`src/rtl/itoa_fmt_pkg.sv`:
```
// types, character constants and digit helpers for the integer formatter
package itoa_fmt_pkg;

    typedef logic [7:0] t_char;
    typedef logic [3:0] t_digit;

    localparam logic [1:0]  KIND_SIGNED   = 2'd0;
    localparam logic [1:0]  KIND_UNSIGNED = 2'd1;

    localparam t_char CHAR_MINUS   = 8'h2d;
    localparam t_char CHAR_ZERO    = 8'h30;
    localparam t_char CHAR_LOWER_A = 8'h61;
    localparam t_char CHAR_UPPER_A = 8'h41;

    localparam int unsigned MAX_CHARS = 16;

    // ceil(2^35 / 10): x / 10 == (x * DIV10_RECIP) >> 35 for any 32-bit x
    localparam logic [31:0] DIV10_RECIP = 32'hcccc_cccd;
    localparam int unsigned DIV10_SHIFT = 35;

    function automatic t_char digit_to_char(input t_digit digit, input logic upper);
        t_char base;
        if (digit < t_digit'(10)) begin
            return CHAR_ZERO + t_char'(digit);
        end
        base = upper ? CHAR_UPPER_A : CHAR_LOWER_A;
        return base + t_char'(digit) - t_char'(10);
    endfunction

endpackage

```
`src/rtl/integer_to_ascii_formatter_top.sv`:
```
// integer to ascii formatter: signed/unsigned decimal and hex, one char per word
//
//  channel   signals                               handshake
//  --------  ------------------------------------  ------------------------------
//  command   i_kind, i_upper_case, i_number        start high while busy low
//  result    o_text_char, o_last_char              o_valid strobe, one cycle each
//
// digits are produced least significant first into a 16-entry digit buffer,
// then read back out most significant first.
// decimal: a reciprocal multiply state, then a quotient/remainder state per digit;
// hex: one nibble per cycle; then one output char per cycle, '-' first if negative.
// synchronous active-low reset returns to idle; results cannot be stalled.
module integer_to_ascii_formatter_top #(
    parameter int unsigned HEX_WIDTH = 64
) (
    input  logic        i_clk,
    input  logic        i_rst_n,
    input  logic        start,
    output logic        busy,
    input  logic [1:0]  i_kind,
    input  logic        i_upper_case,
    input  logic [63:0] i_number,
    output logic        o_valid,
    output logic [7:0]  o_text_char,
    output logic        o_last_char
);
    import itoa_fmt_pkg::*;

    localparam logic [63:0] HexMask =
        (HEX_WIDTH >= 64) ? 64'hffff_ffff_ffff_ffff : ((64'd1 << HEX_WIDTH) - 64'd1);

    typedef enum logic [2:0] {
        ST_IDLE,
        ST_MUL,
        ST_DIG,
        ST_SIGN,
        ST_EMIT
    } t_state;

    t_state      r_state;
    logic [63:0] r_val;
    logic [63:0] r_prod;
    logic        r_hex;
    logic        r_upper;
    logic        r_neg;
    logic [4:0]  r_cnt;
    t_digit      r_digits [MAX_CHARS];
    logic        r_valid;
    t_char       r_char;
    logic        r_last;

    logic [31:0] n_dec_mag;
    logic [63:0] n_prod;
    logic [28:0] n_quot;
    logic [31:0] n_quot10;
    logic [31:0] n_rem;
    t_digit      n_digit;
    logic [63:0] n_val;
    logic [4:0]  n_rd;

    // magnitude of the signed view; the most negative value wraps to itself
    assign n_dec_mag = i_number[31] ? (~i_number[31:0] + 32'd1) : i_number[31:0];

    // shared unit: one 32x32 multiply by the reciprocal of ten
    assign n_prod   = r_val[31:0] * DIV10_RECIP;
    assign n_quot   = r_prod[63:DIV10_SHIFT];
    assign n_quot10 = {n_quot, 3'b000} + {2'b00, n_quot, 1'b0};
    assign n_rem    = r_val[31:0] - n_quot10;

    always_comb begin
        if (r_hex) begin
            n_digit = r_val[3:0];
            n_val   = {4'b0000, r_val[63:4]};
        end else begin
            n_digit = n_rem[3:0];
            n_val   = {35'd0, n_quot};
        end
    end

    assign n_rd = r_cnt - 5'd1;

    always_ff @(posedge i_clk) begin
        if (!i_rst_n) begin
            r_state <= ST_IDLE;
            r_valid <= 1'b0;
            r_cnt   <= '0;
        end else begin
            case (r_state)
                ST_IDLE: begin
                    r_valid <= 1'b0;
                    if (start) begin
                        r_cnt   <= '0;
                        r_upper <= i_upper_case;
                        r_hex   <= i_kind[1];
                        r_neg   <= 1'b0;
                        if (i_kind[1]) begin
                            r_val   <= i_number & HexMask;
                            r_state <= ST_DIG;
                        end else if (i_kind == KIND_UNSIGNED) begin
                            r_val   <= {32'd0, i_number[31:0]};
                            r_state <= ST_MUL;
                        end else begin
                            r_val   <= {32'd0, n_dec_mag};
                            r_neg   <= i_number[31];
                            r_state <= ST_MUL;
                        end
                    end
                end
                ST_MUL: begin
                    r_valid <= 1'b0;
                    r_prod  <= n_prod;
                    r_state <= ST_DIG;
                end
                ST_DIG: begin
                    r_valid <= 1'b0;
                    r_digits[r_cnt[3:0]] <= n_digit;
                    r_cnt <= r_cnt + 5'd1;
                    r_val <= n_val;
                    if (n_val == 64'd0) begin
                        r_state <= r_neg ? ST_SIGN : ST_EMIT;
                    end else begin
                        r_state <= r_hex ? ST_DIG : ST_MUL;
                    end
                end
                ST_SIGN: begin
                    r_valid <= 1'b1;
                    r_char  <= CHAR_MINUS;
                    r_last  <= 1'b0;
                    r_state <= ST_EMIT;
                end
                ST_EMIT: begin
                    r_valid <= 1'b1;
                    r_char  <= digit_to_char(r_digits[n_rd[3:0]], r_upper);
                    r_last  <= (r_cnt == 5'd1);
                    r_cnt   <= n_rd;
                    if (r_cnt == 5'd1) begin
                        r_state <= ST_IDLE;
                    end
                end
                default: begin
                    r_valid <= 1'b0;
                    r_state <= ST_IDLE;
                end
            endcase
        end
    end

    assign busy        = (r_state != ST_IDLE);
    assign o_valid     = r_valid;
    assign o_text_char = r_char;
    assign o_last_char = r_last;

endmodule

```
`config.mk`:
```
export PLATFORM = sky130hd
export DESIGN_NAME = integer_to_ascii_formatter_top
export DESIGN_NICKNAME = d
export VERILOG_FILES = /design/src/rtl/itoa_fmt_pkg.sv /design/src/rtl/integer_to_ascii_formatter_top.sv
export SDC_FILE = /design/constraint.sdc
export NUM_CORES = 1
export LEC_CHECK = 0
export ABC_CLOCK_PERIOD_IN_PS = 7100
export CORE_MARGIN = 3
export CORE_UTILIZATION = 47
export DETAILED_ROUTE_END_ITERATION = 8
export DONT_BUFFER_PORTS = 1
export GPL_ROUTABILITY_DRIVEN = 0
export PLACE_DENSITY = 0.65
export SKIP_CTS_REPAIR_TIMING = 1
export SLEW_MARGIN = 25
export SYNTH_ARGS = -nofsm -noshare
export SYNTH_HDL_FRONTEND = slang
export SYNTH_SLANG_ARGS = --single-unit
```
`constraint.sdc`:
```
create_clock -name i_clk -period 7.1 [get_ports i_clk]
set_input_delay 1.42 -clock i_clk [delete_from_list [all_inputs] [get_ports i_clk]]
set_output_delay 1.42 -clock i_clk [all_outputs]
set_load 0.01 [all_outputs]
```
==> results of run 1 <==
==> cell type report <==
type | instances | area [um2] | share of cell area
multi-input combinational | 1666 | 18700 | 0.632
timing repair buffer | 279 | 2120 | 0.0716
clock inverter | 15 | 206 | 0.00698
sequential | 177 | 5230 | 0.177
clock buffer | 17 | 425 | 0.0144
inverter | 546 | 2050 | 0.0694
tap | 696 | 871 | 0.0294
==> Yosys cell counts, drive strengths merged, types with 3 or more instances <==
cell       n
clkbuf    57
o31ai      6
edfxtp   168
and4       5
xnor2     51
mux2i     24
nor2b     12
o21bai     9
o211ai     7
a21o      60
o21a       8
nand4     16
nand2    108
mux4      19
dfxtp      9
ha       357
or4        3
and3      17
a31o       3
nand2b    11
fa       386
inv      546
o211a      3
or3        9
nand3     79
o2111ai    3
o21ai     57
a2111oi    5
a211oi    22
a221oi     3
a41oi      5
nor3      24
or2        3
a31oi     14
a21oi    110
a311oi     4
nor4bb     3
buf       13
xor2      52
nor4      25
nor2      96
a21boi     6
and2      13
==> final timing paths <==
| check | startpoint | to | slack [ns] | cells past startpoint |
|---|---|---|---|---|
| worst min register to register | r_cnt[4] | r_cnt[4] | 0.53 | 1 |
| worst min-delay path | r_cnt[4] | r_cnt[4] | 0.53 | 1 |
| worst max register to register | r_val[15] | r_prod[55] | 0.05 | 24 |
| worst max-delay path | r_val[15] | r_prod[55] | 0.05 | 24 |
==> per-layer routing <==
| metal | GRT usage | wire (um) | part of all wire | up-vias |
|---|---|---|---|---|
| met5 | 0 | 0 | 0 | - |
| met4 | 0.122 | 4340 | 0.057 | 0 |
| met3 | 0.0441 | 5480 | 0.071 | 199 |
| met2 | 0.434 | 35600 | 0.46 | 821 |
| met1 | 0.358 | 31300 | 0.41 | 9706 |
| li1 | - | - | - | 8600 |
==> metrics by stage <==
stage           util  std cells
3_5_place_dp   0.524       3344
5_1_grt        0.549       3396
3_3_place_gp   0.524       3344
2_1_floorplan      -       2459
4_1_cts        0.536       3376
6_report       0.549       3396
==> logic make-up after synthesis <==
family                     synth area share
AOI/OAI and AO/OA                    0.0865
buffers and inverters                0.0902
and+or+nand+nor                      0.0827
DFF                                   0.203
other                              0.000146
adders and majority gates             0.475
muxes                                0.0269
xor gates and xnor gates             0.0351
==> state kept, by name, summed over array words and instances (netlist names), 3 cells and up <==
| register | count |
|---|---|
| r_prod | 29 |
| r_cnt | 5 |
| o_text_char | 7 |
| r_state | 3 |
| r_val | 64 |
| r_digits | 64 |
==> critical path: stages (launching register included) <==
cell and delay, ns:
edfxtp_1 0.50, ha_4 0.22, clkinvlp_4 0.16, fa_1 0.55
inv_1 0.05, fa_1 0.50, inv_1 0.05, fa_1 0.50
inv_1 0.06, fa_1 0.58, fa_1 0.45, fa_1 0.50
inv_1 0.05, fa_1 0.35, inv_1 0.07, ha_1 0.30
a21o_1 0.30, a31oi_1 0.24, nor2_1 0.08, a211oi_2 0.21
and3_4 0.25, o221ai_4 0.10, buf_6 0.15, and4_1 0.18
a2111oi_1 0.42
==> flow_metrics.py, run 1 <==
metrics = {
    "floorplanning": {
        "start_util": 0.476,
        "io_pins": 81,
        "row_count": 85,
        "die_w_um": 240,
        "core_um2": 53900,
        "die_y_um": 240,
        "die_area_um2": 57500,
    },
    "grt": {
        "grt_pass1_vias": 20000,
        "groute.usage.overall": 0.269,
        "antenna_found_initial": 0,
        "gr-total-overflow": 0,
        "grt_max_degree": 67,
        "grt_pass1_wl_mm": 116,
    },
    "route": {
        "dr.first_iter.drc_count": 1842,
        "ant_nets": 0,
        "wirelength_mm": 76.7,
        "vias": 19300,
        "viasPerCell": 5.69,
        "drc": 0,
        "drtPass1Iterations": 6,
        "avgRoutedWirePerCell_um": 22.6,
    },
    "clock_network": {
        "htree_levels": 4,
        "cts_tree": "done",
        "path_clk_slew_ns": 0.08,
        "clk_latency_ns": 0.45,
        "clock-root-buffer": "clkbuf_16",
        "cts_max_path_buffers": 2,
        "numCtsBuffers": 17,
        "cts_sinks": 177,
    },
    "setup_path": {
        "worst_ep_arrival_time_ns": 7.27,
        "cp-start-kind": "register",
        "endpoint_kind": "register",
        "required_ns": 7.32,
        "path_max_fanout": 5,
        "path_class": "reg2reg",
    },
    "run_status": {
        "status": "completed",
    },
    "logic_synthesis": {
        "synth_cell_type_count": 72,
        "syn_avg_cell_area_um2": 10.4,
        "syn_nets": 3272,
        "async_reset_ff_frac": 0,
        "yosysTopAreaCellShare": 0.301,
        "synth_edf_count": 168,
        "syn-cell-area_um2": 25700,
        "synth_area_leaders": "fa_1 30%, edfxtp_1 20%, ha_1 17%",
        "ys_ff_latch": 177,
        "ys.flop_type": "edfxtp_1",
        "synth_area_leader_cell": "fa_1",
        "seq_area_frac_synth": 0.203,
        "synth_cells": 2459,
        "ys_warn_count": 0,
    },
    "placement": {
        "placed_area_um2": 28300,
        "port-buffer-count": 0,
        "place_ws_ns": -0.223,
        "dp.final_hpwl_mm": 65.8,
    },
    "timing": {
        "fmax_mhz": 142,
        "slew_headroom": 0.338,
        "setup_tns_ns": 0,
        "fin_crit_sh": 0.993,
        "drv_slew": 0,
        "setup_viol": 0,
        "hold_slack_ns": 0.530,
        "fin_ws_ns": 0.0466,
        "finClkSkew_ns": 0.0152,
        "rsz0062_at_grt": "yes",
        "hold_violations": 0,
        "tightest_slew_ns": 0.984,
        "period_minus_slack_ns": 7.05,
    },
    "layout": {
        "syn_to_final_growth_pct": 15.3,
        "finish.instance_area_um2": 29600,
        "layout-drive-gt1-share": 0.153,
        "fillCellCount": 4567,
        "final_cell_mix": "544 x inv_1, 383 x fa_1, 333 x ha_1",
        "final_common_cell": "inv_1",
        "fin_nets": 3500,
        "diodes": 0,
    },
    "flow_run": {
        "maxCapViolCount": 0,
    },
    "hold_path": {
        "hold_path.class": "reg2reg",
    },
}
Power of run 1 is not shown: default switching activity piles up to over one toggle a cycle in this logic, so the estimate is an artifact.
==> run 2: changes to the inputs <==
--- a/config.mk
+++ b/config.mk
@@ -6,12 +6,14 @@
 export NUM_CORES = 1
 export LEC_CHECK = 0
 export ABC_CLOCK_PERIOD_IN_PS = 7100
+export CELL_PAD_IN_SITES_DETAIL_PLACEMENT = 0
+export CELL_PAD_IN_SITES_GLOBAL_PLACEMENT = 1
 export CORE_MARGIN = 3
 export CORE_UTILIZATION = 47
 export DETAILED_ROUTE_END_ITERATION = 8
 export DONT_BUFFER_PORTS = 1
 export GPL_ROUTABILITY_DRIVEN = 0
-export PLACE_DENSITY = 0.65
+export PLACE_DENSITY = 0.78
 export SKIP_CTS_REPAIR_TIMING = 1
 export SLEW_MARGIN = 25
 export SYNTH_ARGS = -nofsm -noshare
==> flow_metrics.py, run 2 (synthesis gave the netlist of run 1 again) <==
metrics = {
    "run_status": {
        "status": "completed",
    },
    "clock_network": {
        "numCtsBuffers": 17,
        "htree_levels": 4,
        "clk_latency_ns": 0.44,
        "path_clk_slew_ns": 0.08,
        "cts_tree": "done",
        "cts_max_path_buffers": 2,
        "clock-root-buffer": "clkbuf_16",
        "cts_sinks": 177,
    },
    "floorplanning": {
        "start_util": 0.476,
        "core_um2": 53900,
        "row_count": 85,
        "io_pins": 81,
        "die_w_um": 240,
        "die_area_um2": 57500,
        "die_y_um": 240,
    },
    "layout": {
        "fin_nets": 3517,
        "syn_to_final_growth_pct": 16.5,
        "fillCellCount": 4607,
        "final_cell_mix": "540 x inv_1, 383 x fa_1, 325 x ha_1",
        "final_common_cell": "inv_1",
        "diodes": 0,
        "layout-drive-gt1-share": 0.168,
        "finish.instance_area_um2": 29900,
    },
    "route": {
        "wl_met1_mm": 32.0,
        "vias": 19300,
        "drtPass1Iterations": 6,
        "wirelength_mm": 78.2,
        "avgRoutedWirePerCell_um": 22.9,
        "met2WireLength_mm": 36.9,
        "dr.first_iter.drc_count": 1525,
        "dr.max_layer_used": "met4",
        "ant_nets": 0,
        "wl_met3_mm": 5.18,
        "drc": 0,
        "viasPerCell": 5.66,
    },
    "setup_path": {
        "endpoint_kind": "register",
        "slowest_delay_ns": 0.57,
        "worst_ep_arrival_time_ns": 7.27,
        "cp.depth": 24,
        "crit_top_cell": "fa_1",
        "path_buf_inv": 7,
        "cp-start-kind": "register",
        "r2r_cells": 24,
        "path_max_fanout": 3,
        "path_class": "reg2reg",
        "required_ns": 7.29,
        "cp_slowest_cell": "fa_1",
        "cp_top_family": "adder cells",
        "cp_cell_sequence": "ha_4 -> buf_4 -> ha_1 -> fa_1 -> inv_1 -> fa_1 -> inv_1 -> fa_1 -> fa_1 -> fa_1 -> fa_1 -> ha_1 -> buf_4 -> nand2_1 -> o211ai_1 -> a311oi_2 -> buf_4 -> a2111oi_4 -> buf_4 -> or3_4 -> o21ai_4 -> buf_6 -> o21ai_1 -> a311o_1",
    },
    "hold_path": {
        "whs_path_depth": 1,
        "hold_path.class": "reg2reg",
    },
    "grt": {
        "grt_pass1_wl_mm": 118,
        "grt_max_degree": 67,
        "antenna_found_initial": 1,
        "gr-total-overflow": 0,
        "grt_pass1_vias": 19900,
        "groute.usage.overall": 0.274,
    },
    "placement": {
        "port-buffer-count": 0,
        "placed_area_um2": 28300,
        "dp.final_hpwl_mm": 67.0,
    },
    "timing": {
        "period_minus_slack_ns": 7.08,
        "hold_violations": 0,
        "finClkSkew_ns": 0.0146,
        "fmax_mhz": 141,
        "rsz0062_at_grt": "yes",
        "tightest_slew_ns": 0.973,
        "drv_slew": 0,
        "fin_crit_sh": 0.997,
        "slew_headroom": 0.345,
        "setup_viol": 0,
    },
    "flow_run": {
        "maxCapViolCount": 0,
    },
}
run 2: worst paths after layout:
path	start	to	slack, ns
min reg2reg	r_cnt[4]	r_cnt[4]	0.56
max	r_val[13]	r_prod[61]	0.02
min	r_cnt[4]	r_cnt[4]	0.56
max reg2reg	r_val[13]	r_prod[61]	0.02
run 2: area by class of cell:
type | instances | area [um2] | share of cell area
repair buffers | 296 | 2250 | 0.0752
clock buffers | 17 | 425 | 0.0142
clock inverters | 15 | 209 | 0.00699
inverters | 546 | 2050 | 0.0685
well taps | 696 | 871 | 0.0291
flip-flops and latches | 177 | 5230 | 0.175
multi-input cells | 1666 | 18900 | 0.631
run 2: per-layer routing:
metal,up-vias,global-route usage
li1,8620,-
met1,9742,0.374
met2,778,0.443
met3,180,0.0366
met4,0,0.109
met5,-,0
run 2: through the flow:
stage | hold WS, ns | TNS (ns) | worst slack [ns] | util | cells
after global placement | 0.502 | -1.02 | -0.237 | 0.525 | 3355
after global routing | 0.582 | -0.710 | -0.119 | 0.555 | 3413
after floorplan | 0.484 | 0 | 0.252 | - | 2459
final | 0.564 | 0 | 0.0190 | 0.555 | 3413
after detailed placement | 0.532 | -1.26 | -0.304 | 0.526 | 3355
after CTS | 0.552 | -1.69 | -0.326 | 0.537 | 3387
run 2: worst reg2reg max path: stages, from the launching register on:
cell	delay [ns]
edfxtp_1	0.53
ha_4	0.23
buf_4	0.15
ha_1	0.34
fa_1	0.50
inv_1	0.06
fa_1	0.51
inv_1	0.07
fa_1	0.48
fa_1	0.57
fa_1	0.44
fa_1	0.44
ha_1	0.32
buf_4	0.15
nand2_1	0.06
o211ai_1	0.12
a311oi_2	0.25
buf_4	0.20
a2111oi_4	0.07
buf_4	0.15
or3_4	0.42
o21ai_4	0.20
buf_6	0.13
o21ai_1	0.08
a311o_1	0.38
Power of run 2 is left out for the same reason.
